[src/design/tipu_pkg.sv]
// ----------------------------------------------------------------------------
// tipu_pkg
// Shared types, constants and helpers of the tensor index pack/unpack core.
// ----------------------------------------------------------------------------
package tipu_pkg;

    localparam int NUM_DIMS    = 6;
    localparam int LIN_W       = 32;
    localparam int IDX_W       = 16;
    localparam int STR_W       = LIN_W + 1;        // saturates at 2^LIN_W
    localparam int SUM_W       = LIN_W + 4;
    localparam int PREP_STAGES = 8;
    localparam int DIV_BITS    = 4;                // quotient bits per stage
    localparam int DIV_PER_DIM = LIN_W / DIV_BITS;
    localparam int DIV_STAGES  = DIV_PER_DIM * NUM_DIMS;
    localparam logic [STR_W-1:0] SAT_LIM = {1'b1, {LIN_W{1'b0}}};

    typedef enum logic [2:0] {
        REG_RANK = 3'd0,
        REG_DIM0 = 3'd1,
        REG_DIM1 = 3'd2,
        REG_DIM2 = 3'd3,
        REG_DIM3 = 3'd4,
        REG_DIM4 = 3'd5,
        REG_DIM5 = 3'd6
    } t_reg_idx;

    typedef enum logic {
        MODE_UNPACK = 1'b0,
        MODE_PACK   = 1'b1
    } t_mode;

    typedef struct packed {
        logic [NUM_DIMS-1:0][IDX_W-1:0] dim;   // size, 1 for unused dims
        logic [NUM_DIMS-1:0]            used;
    } t_cfg;

    typedef struct packed {
        t_mode                          mode;
        logic                           err;
        logic [LIN_W-1:0]               lin;
        logic [STR_W-1:0]               prod;  // tensor size, saturated
        logic [IDX_W-1:0]               rem;
        logic [LIN_W-1:0]               quo;
        logic [NUM_DIMS-1:0][IDX_W-1:0] idx;
        logic [NUM_DIMS-1:0][IDX_W-1:0] ixo;
        logic [NUM_DIMS-1:0][STR_W-1:0] strd;  // strides, later terms
    } t_item;

    // a * b clipped to 2^LIN_W; zero stays zero
    function automatic logic [STR_W-1:0] sat_mul(input logic [STR_W-1:0] a,
                                                 input logic [IDX_W-1:0] b);
        logic [STR_W+IDX_W-1:0] p;
        p = (STR_W+IDX_W)'(a) * (STR_W+IDX_W)'(b);
        if (p > (STR_W+IDX_W)'(SAT_LIM)) begin
            return SAT_LIM;
        end
        return p[STR_W-1:0];
    endfunction

endpackage

[src/design/tipu_cfg.sv]
// ----------------------------------------------------------------------------
// tipu_cfg
// APB register file: rank and dimension sizes, effective shape for the datapath.
// ----------------------------------------------------------------------------
module tipu_cfg (
    input  logic        i_clk,
    input  logic        i_rst_n,
    input  logic        psel,
    input  logic        penable,
    input  logic        pwrite,
    input  logic [4:0]  paddr,
    input  logic [31:0] pwdata,
    output logic [31:0] prdata,
    output logic        pready,
    output tipu_pkg::t_cfg o_cfg
);
    logic [2:0]  r_rank;
    logic [tipu_pkg::NUM_DIMS-1:0][tipu_pkg::IDX_W-1:0] r_dim;
    logic [2:0]  w_rank_eff;
    logic        w_wr;
    tipu_pkg::t_reg_idx w_sel;

    assign pready = 1'b1;
    assign w_wr   = psel & penable & pwrite;
    assign w_sel  = tipu_pkg::t_reg_idx'(paddr[4:2]);

    always_ff @(posedge i_clk) begin
        if (!i_rst_n) begin
            r_rank <= 3'd1;
            for (int k = 0; k < tipu_pkg::NUM_DIMS; k++) r_dim[k] <= 16'd1;
        end else if (w_wr) begin
            case (w_sel)
                tipu_pkg::REG_RANK: r_rank   <= pwdata[2:0];
                tipu_pkg::REG_DIM0: r_dim[0] <= pwdata[15:0];
                tipu_pkg::REG_DIM1: r_dim[1] <= pwdata[15:0];
                tipu_pkg::REG_DIM2: r_dim[2] <= pwdata[15:0];
                tipu_pkg::REG_DIM3: r_dim[3] <= pwdata[15:0];
                tipu_pkg::REG_DIM4: r_dim[4] <= pwdata[15:0];
                tipu_pkg::REG_DIM5: r_dim[5] <= pwdata[15:0];
                default: ;
            endcase
        end
    end

    always_comb begin
        case (w_sel)
            tipu_pkg::REG_RANK: prdata = {29'd0, r_rank};
            tipu_pkg::REG_DIM0: prdata = {16'd0, r_dim[0]};
            tipu_pkg::REG_DIM1: prdata = {16'd0, r_dim[1]};
            tipu_pkg::REG_DIM2: prdata = {16'd0, r_dim[2]};
            tipu_pkg::REG_DIM3: prdata = {16'd0, r_dim[3]};
            tipu_pkg::REG_DIM4: prdata = {16'd0, r_dim[4]};
            tipu_pkg::REG_DIM5: prdata = {16'd0, r_dim[5]};
            default:            prdata = 32'd0;
        endcase
    end

    // rank 0 acts as 1, anything above 6 as 6
    always_comb begin
        if (r_rank == 3'd0) begin
            w_rank_eff = 3'd1;
        end else if (r_rank > 3'(tipu_pkg::NUM_DIMS)) begin
            w_rank_eff = 3'(tipu_pkg::NUM_DIMS);
        end else begin
            w_rank_eff = r_rank;
        end
        for (int k = 0; k < tipu_pkg::NUM_DIMS; k++) begin
            o_cfg.used[k] = (3'(k) < w_rank_eff);
            o_cfg.dim[k]  = o_cfg.used[k] ? r_dim[k] : 16'd1;
        end
    end
endmodule

[config.mk]
export PLATFORM = sky130hd
export DESIGN_NAME = tipu_cfg
export DESIGN_NICKNAME = d
export VERILOG_FILES = /design/src/design/tipu_pkg.sv /design/src/design/tipu_cfg.sv
export SDC_FILE = /design/constraint.sdc
export NUM_CORES = 1
export LEC_CHECK = 0
export BUFFER_PORTS_ARGS = -buffer_cell sky130_fd_sc_hd__buf_2
export CORE_MARGIN = 5
export CORE_UTILIZATION = 55
export DETAILED_ROUTE_END_ITERATION = 6
export HOLD_SLACK_MARGIN = 0.12
export PLACE_DENSITY = 0.95
export REMOVE_ABC_BUFFERS = 1
export SETUP_SLACK_MARGIN = 0.02
export SYNTH_ARGS = -nofsm -noshare
export SYNTH_HDL_FRONTEND = slang
export SYNTH_SLANG_ARGS = --single-unit
[constraint.sdc]
create_clock -name i_clk -period 3.2 [get_ports i_clk]
set_input_delay 0.64 -clock i_clk [delete_from_list [all_inputs] [get_ports i_clk]]
set_output_delay 0.64 -clock i_clk [all_outputs]
set_load 0.05 [all_outputs]
; Word level (Yosys, flattened, before mapping)
; Index checks and enable logic that the tools add are counted.
; W data, S select, Z words.
[totals]
rom_bits = 0
ramBits = 0
reg_bits = 99
output_inout_bits = 135
latchBits = 0
mem_count = 0
[classes]
n_lt_le_gt_ge = 7
eq_ne = 6
n_mul = 0
shift = 0
mux = 9
div = 0
add_sub_neg = 0
reduce_logical = 9
n_bitwise = 2
[op_table]
columns = op, n
row1 = $pmux W16 S7, 1
row2 = $mux W16, 6
row3 = $reduce_and A2 Y1, 7
row4 = $eq A3 B3 Y1 const B, 3
row5 = $eq A3 B2 Y1 const B, 2
row6 = $logic_not A3 Y1, 2
row7 = $lt A1 B3 Y1 const A, 2
row8 = $lt A2 B3 Y1 const A, 2
row9 = $lt A3 B3 Y1 const A, 2
row10 = $mux W3, 2
row11 = $eq A3 B1 Y1 const B, 1
row12 = $gt A3 B3 Y1 const B, 1
row13 = $and A1 B1 Y1, 2

; Depth between registers and ports, before layout
; Gate-level depths: netlist (run 1).
[logic_depth]
ltp_word = 5
depth_mapped = 6

; Worst setup path after synthesis (run 1)
; No wires, ideal clock.
[synth_timing]
kind = input to output
startpoint = in paddr[3]
endpoint = out prdata[13]
arrival_time_ns = 2.329
slack_ns = 0.231
cell_stages = 5
path_cell_list = clkbuf_2 > buf_2 > buf_4 > or2_2 > a31oi_1
[synth_via]
elab_chain_cells = 2
[synth_rtl]
columns = element, line_no
row1 = from (decl), tipu_cfg.sv:11  ; input logic [4:0] paddr,
row2 = $eq A3 B3 Y1 (tied with other cells), tipu_cfg.sv:46  ; case (w_sel)
row3 = $pmux W16 S7 *, tipu_cfg.sv:46
row4 = to (decl), tipu_cfg.sv:13  ; output logic [31:0] prdata,
; Every way passes the cells marked *; elsewhere a longest branch is shown, timed or not.

==> results of run 1 <==
==> how the worst max path moves through the flow <==
stage                    from    endpoint  slack (ns)  depth (start not counted)
floorplan           r_rank[2]   o_cfg[23]        0.34                          2
global placement     paddr[3]   prdata[5]        0.41                          5
detailed placement   paddr[3]  prdata[12]        0.35                          5
CTS                 r_rank[2]   o_cfg[81]        0.18                          4
global route        r_rank[2]   o_cfg[81]        0.06                          4
finish              r_rank[2]   o_cfg[81]        0.15                          4
==> placed cells by master (no fill, tap or decap), types with 2 or more instances in the layout <==
master      Yosys  layout
a21oi_1        10       9
clkinvlp_4      0       2
nor2_4          2       2
conb_1          2      18
buf_4          24      24
nor2_2          1       2
mux2_2         18      18
mux2i_1       116     116
nor2b_1        41      41
a221oi_1        8       8
dfxtp_1        99      99
o21ai_0         2       2
and2_1         31      31
clkbuf_1       43       3
nand2_1       113     113
buf_2           7     139
clkbuf_8        0      10
inv_1           2       2
nand3_1         6       6
a2bb2oi_1       7       7
o211ai_1        2       2
o221ai_1        5       5
or2_2           3       3
nor4b_1         2       2
and3_1         16      16
nand2b_1        6       6
a22oi_1         2       2
==> critical path, delay by kind of cell, from the launching register on <==
kind	cells	cell delay (ns)
compound gates	1	0.62
flops	1	0.77
buf+inv	2	0.52
simple gates	1	0.14
==> per-stage QoR <==
stage	hold WS, ns	std cells	power, mW	setup WS [ns]
after floorplan	0.440	521	1.43	0.342
after global placement	0.448	814	1.54	0.409
after detailed placement	0.461	814	1.54	0.350
after CTS	0.476	830	2.25	0.183
after global routing	0.494	831	2.33	0.0633
final	0.478	831	2.25	0.153
==> flip-flops by register name (all words and copies together), names as in the netlist <==
register and flops:
r_dim 96, r_rank 3
==> per-layer routing <==
layer	vias to the layer above	global-route usage [%]	wire [um]
li1	2156	-	-
met5	-	0	0
met1	2207	32.6	6090
met3	39	5.91	1650
met4	0	10.6	357
met2	271	45.6	7680
==> layout make-up <==
cell class,count,area [um2]
Fill cell,767,3150
Multi-Input combinational cell,420,2960
Sequential cell,99,1980
Timing Repair Buffer,164,896
Tap cell,129,161
Clock buffer,13,149
Clock inverter,3,23.8
Inverter,2,7.51
Antenna cell,1,2.50
==> power by group through the flow <==
stage          Sequential, mW  Clock (mW)  Combinational [mW]
5_1_grt                  1.25       0.792               0.285
6_report                 1.25       0.733               0.271
3_3_place_gp             1.28           0               0.260
4_1_cts                  1.25       0.737               0.267
2_1_floorplan            1.28           0               0.148
3_5_place_dp             1.28           0               0.266
==> logic make-up (layout without fill, tap and decap cells) <==
family / after synthesis / in the layout / synth area share, %
buffers and inverters: 82 / 182 / 8.25
multiplexers: 135 / 135 / 26.1
flip-flops: 99 / 99 / 37.3
AO/OA/AOI/OAI: 39 / 39 / 5.42
AND/OR/NAND/NOR: 228 / 228 / 22.8
other: 2 / 19 / 0.141
==> reports/results.txt, run 1 <==
Worst Tran Pin Value -> 0.983 ns
Clock latency on the worst-skew pair -> 0.35 ns
Hold Path Sink -> r_dim[26]
Post-Syn Area per Cell -> 9.08 um2
Max Slew Vio Count -> 0
Vias/cell -> 5.62
CTS tree -> done
Critical R2R Capture -> r_rank[2]
Cell internal pwr -> 1.62 mW
Seq pwr share -> 55.4%
Placer Congestion -> 0.825
DR DRC count -> 0
Total CTS buffers -> 9
Setup Buffers After CTS -> 0
Post-layout util -> 66.2%
WHS Path Cells -> 2
Most frequent cells after synthesis -> mux2i_1 (116), nand2_1 (113), dfxtp_1 (99)
Worst-path cell chain -> o21a_1 -> buf_4 -> and2_1 -> buf_2
Share of layout cells above drive strength 1 -> 29.7%
Routed Antenna Nets -> 0
Via count -> 4,673
Switch share -> 28.2%
CP max stage delay -> 0.77 ns
DP Area -> 0.00600 mm2
All-Layer GR Usage -> 26.7%
Top-count cell post-synth -> mux2i_1
Slew margin rel. -> 34.4%
Hold_sp -> r_dim[26]
Gate power share -> 12.0%
Mapped Cells -> 585
Post-DP HPWL -> 11,100 um
Clk buf depth -> 2
Number of clock sinks seen by CTS -> 99
Router iterations before antenna repair -> 5
Outcome -> finished, final reports clean
Cts repair resizes -> 0
Clock-pin slew on the worst setup and hold paths -> 0.09 ns
Startpoint Class -> register
DRT Wirelength -> 15,800 um
Total grt overflow -> 0
Layout Skew -> 0 ns
Initial antenna violation count -> 1
Final-stage net count -> 738
Final worst path period share -> 95.2%
Chip height -> 108 um
CTS Hold Bufs -> 0
RSZ-0062 raised after global routing -> false
Reg2reg path depth -> 3
Wire per inst -> 19.0 um
Top FF cell, synth -> dfxtp_1
Post-synth EDFFs -> 0
Port Buffers -> 140
Root buffer cell -> clkbuf_8
Final hold violation count -> 0
Post-synth top area cell -> dfxtp_1
H-tree Lvls -> 3
Site Rows -> 35
Worst reg2reg startpoint -> r_rank[2]
Vias in the first global route -> 4,647
Hold Crit Class -> register to register
Register area share after synthesis -> 37.3%
P_sw -> 635 uW
Setup crit end kind -> primary output
Initial core utilization -> 56.9%
Fmax -> 328 MHz
Area delta synth->final -> 16.4%
Initial DRC Count -> 453
Total core area -> 0.00933 mm2
Post-synthesis cell type count -> 39
First-pass GRT wire length -> 24,400 um
Die Wd -> 108 um
Syn. warnings -> 0
# IOs -> 177
Fin area -> 0.00618 mm2
Clock power share -> 32.5%
Synth top area share -> 37.3%
Die ar. -> 0.0117 mm2
Peak supply drop -> 0.000237 V
PD cells -> 364 mW/mm2
Asr flop ratio synth -> 0%
Crit path max-delay cell type -> dfxtp_1
Max-cap violations -> 0
Critical Path AT -> 2.41 ns
Min Tclk post-route -> 3.05 ns
Reg2reg setup slack -> 1.78 ns
Largest net degree at the start of global routing -> 47
Top cells by area, synth -> dfxtp_1 (37%), mux2i_1 (22%), nand2_1 (8.0%)
Setup_tns -> 0 ns
Crit Path Class -> register to primary output
Crit Path Max Fanout -> 18
Setup violators final -> 0
Flops & latches, synth -> 99
Crit path required time -> 2.56 ns
Netlist Area Pre-Place -> 0.00531 mm2
Pleak -> 2.69 nW
(Power assumes the default switching activity.)
==> run 2, diff against run 1 <==
- CORE_UTILIZATION: 55 -> 57
- CTS_BUF_LIST: default -> sky130_fd_sc_hd__clkbuf_4
==> run 2 against run 1 <==
  * Routed wire length fell by 4.0%
  * Clock power fell by 18%
  * First-iteration DRC count fell by 29%
  * Global-route usage fell by 0.71 points
  * Critical path depth fell by 1
  * Register-to-register slack improved by 0.14 ns
  * Hold slack got worse by 0.023 ns
  * Maximum frequency rose by 2.9%
  * Flip-flop and latch count did not move
==> reports/results.txt, run 2 (synthesis gave the netlist of run 1 again) <==
Outcome -> finished, final reports clean
Cell internal pwr -> 1.49 mW
Setup_tns -> 0 ns
Setup crit end kind -> primary output
Via count -> 4,624
Slew margin rel. -> 25.2%
CTS Hold Bufs -> 0
GRT Max-Usage Layer -> met2
Reg2reg path depth -> 3
# IOs -> 177
Clock latency on the worst-skew pair -> 0.45 ns
Largest net degree at the start of global routing -> 50
Critical R2R Capture -> r_rank[1]
Fmax -> 338 MHz
Seq pwr share -> 59.0%
Top Family by Delay on Critical Path -> flip-flops
Switch share -> 29.8%
Hold Path Sink -> r_dim[0]
Initial antenna violation count -> 0
Die ar. -> 0.0113 mm2
Post-layout util -> 66.4%
Share of layout cells above drive strength 1 -> 29.9%
CTS tree -> done
Initial DRC Count -> 321
Critical Path AT -> 2.32 ns
PD cells -> 348 mW/mm2
Crit Path Max Fanout -> 17
Pleak -> 2.66 nW
Hold_sp -> pwdata[0]
Max Slew Vio Count -> 0
Hold Crit Class -> primary input to register
Ant. Diodes -> 0
Final worst path period share -> 92.5%
Most flop-heavy register -> r_dim
Total CTS buffers -> 9
DR DRC count -> 0
Commonest non-fill, non-tap cell in the layout -> buf_2
Post-DP HPWL -> 10,500 um
Initial core utilization -> 58.0%
Setup violators final -> 0
Gate power share -> 12.6%
Worst Tran Pin Value -> 1.12 ns
P_sw -> 631 uW
Router iterations before antenna repair -> 5
Largest register FFs -> 96
Grt met2 use -> 44.7%
Peak supply drop -> 0.000184 V
Total power -> 2.12 mW
Final hold violation count -> 0
Site Rows -> 35
Crit path required time -> 2.56 ns
Routed Antenna Nets -> 0
Startpoint Class -> register
Worst reg2reg startpoint -> r_rank[1]
Reg2reg setup slack -> 1.92 ns
Met1 Resource Use GR -> 32.1%
Min Tclk post-route -> 2.96 ns
Vias in the first global route -> 4,533
Placer Congestion -> 0.852
Total core area -> 0.00915 mm2
Max-cap violations -> 0
Number of clock sinks seen by CTS -> 99
Vias/cell -> 5.71
DRT Wirelength -> 15,100 um
Crit Path Class -> register to primary output
Cts repair resizes -> 0
Worst-path cell chain -> o21a_1 -> and2_1 -> buf_2
Die Wd -> 107 um
Root buffer cell -> clkbuf_4
Worst hold margin -> 0.456 ns
Most frequent cells in the layout -> buf_2 (139), mux2i_1 (116), nand2_1 (113)
Total grt overflow -> 0
Clk buf depth -> 2
Grt met3 use -> 5.34%
First-pass GRT wire length -> 23,200 um
Clock power share -> 28.3%
Port Buffers -> 140
Crit path buffers/inverters -> 1
Setup Buffers After CTS -> 0
Wire per inst -> 18.7 um
WP depth -> 3
Crit path max-delay cell type -> dfxtp_1
WHS Path Cells -> 3
Clock-pin slew on the worst setup and hold paths -> 0.14 ns
Area delta synth->final -> 14.5%
RSZ-0062 raised after global routing -> false
All-Layer GR Usage -> 26.0%
CP max stage delay -> 0.69 ns
H-tree Lvls -> 3
Top Registers -> r_dim x96, r_rank x3
Chip height -> 107 um
Layout Skew -> 0 ns
Final-stage net count -> 736
-- run 2: cell count changes in the layout (fill, tap and decap cells not counted), sizes merged --
cell | previous run | this run
clkinv | 1 | 3
diode | 1 | 0
clkbuf | 13 | 11
buf | 164 | 162
-- run 2: worst max path at each step --
stage / from / end / slack, ns
2_1_floorplan: r_rank[2] / o_cfg[23] / 0.34
3_3_place_gp: paddr[3] / prdata[8] / 0.34
3_5_place_dp: paddr[3] / prdata[5] / 0.29
4_1_cts: r_rank[1] / o_cfg[72] / 0.23
5_1_grt: r_rank[1] / o_cfg[76] / 0.17
6_report: r_rank[1] / o_cfg[74] / 0.24
-- run 2: worst reg2reg max path: stages, from the launching register on --
cell	delay (ns)
dfxtp_1	0.69
buf_4	0.31
nand2_1	0.07
mux2i_1	0.14
-- run 2: per-stage QoR --
stage	worst slack, ns	area, um2	std cells
2_1_floorplan	0.342	4940	521
3_3_place_gp	0.345	5970	794
3_5_place_dp	0.293	5970	794
4_1_cts	0.231	6080	810
5_1_grt	0.171	6080	810
6_report	0.239	6080	810
-- run 2: layout make-up --
cell class | count | area, um2
Clock inverter | 5 | 30.0
Fill cell | 754 | 3070
Timing Repair Buffer | 162 | 881
Tap cell | 111 | 139
Sequential cell | 99 | 1980
Multi-Input combinational cell | 420 | 2960
Inverter | 2 | 7.51
Clock buffer | 11 | 82.6
-- run 2: power by group through the flow --
stage / Combinational [mW] / Sequential, mW / Clock, mW
detailed placement: 0.264 / 1.28 / 0
global placement: 0.257 / 1.28 / 0
CTS: 0.264 / 1.25 / 0.602
finish: 0.267 / 1.25 / 0.600
global route: 0.281 / 1.25 / 0.649
floorplan: 0.148 / 1.28 / 0
-- run 2: layer usage --
layer  share of wire, %  wire length, um
met2                 48             7310
met5                  0                0
met1                 41             6210
met4                2.4              367
met3                8.3             1250
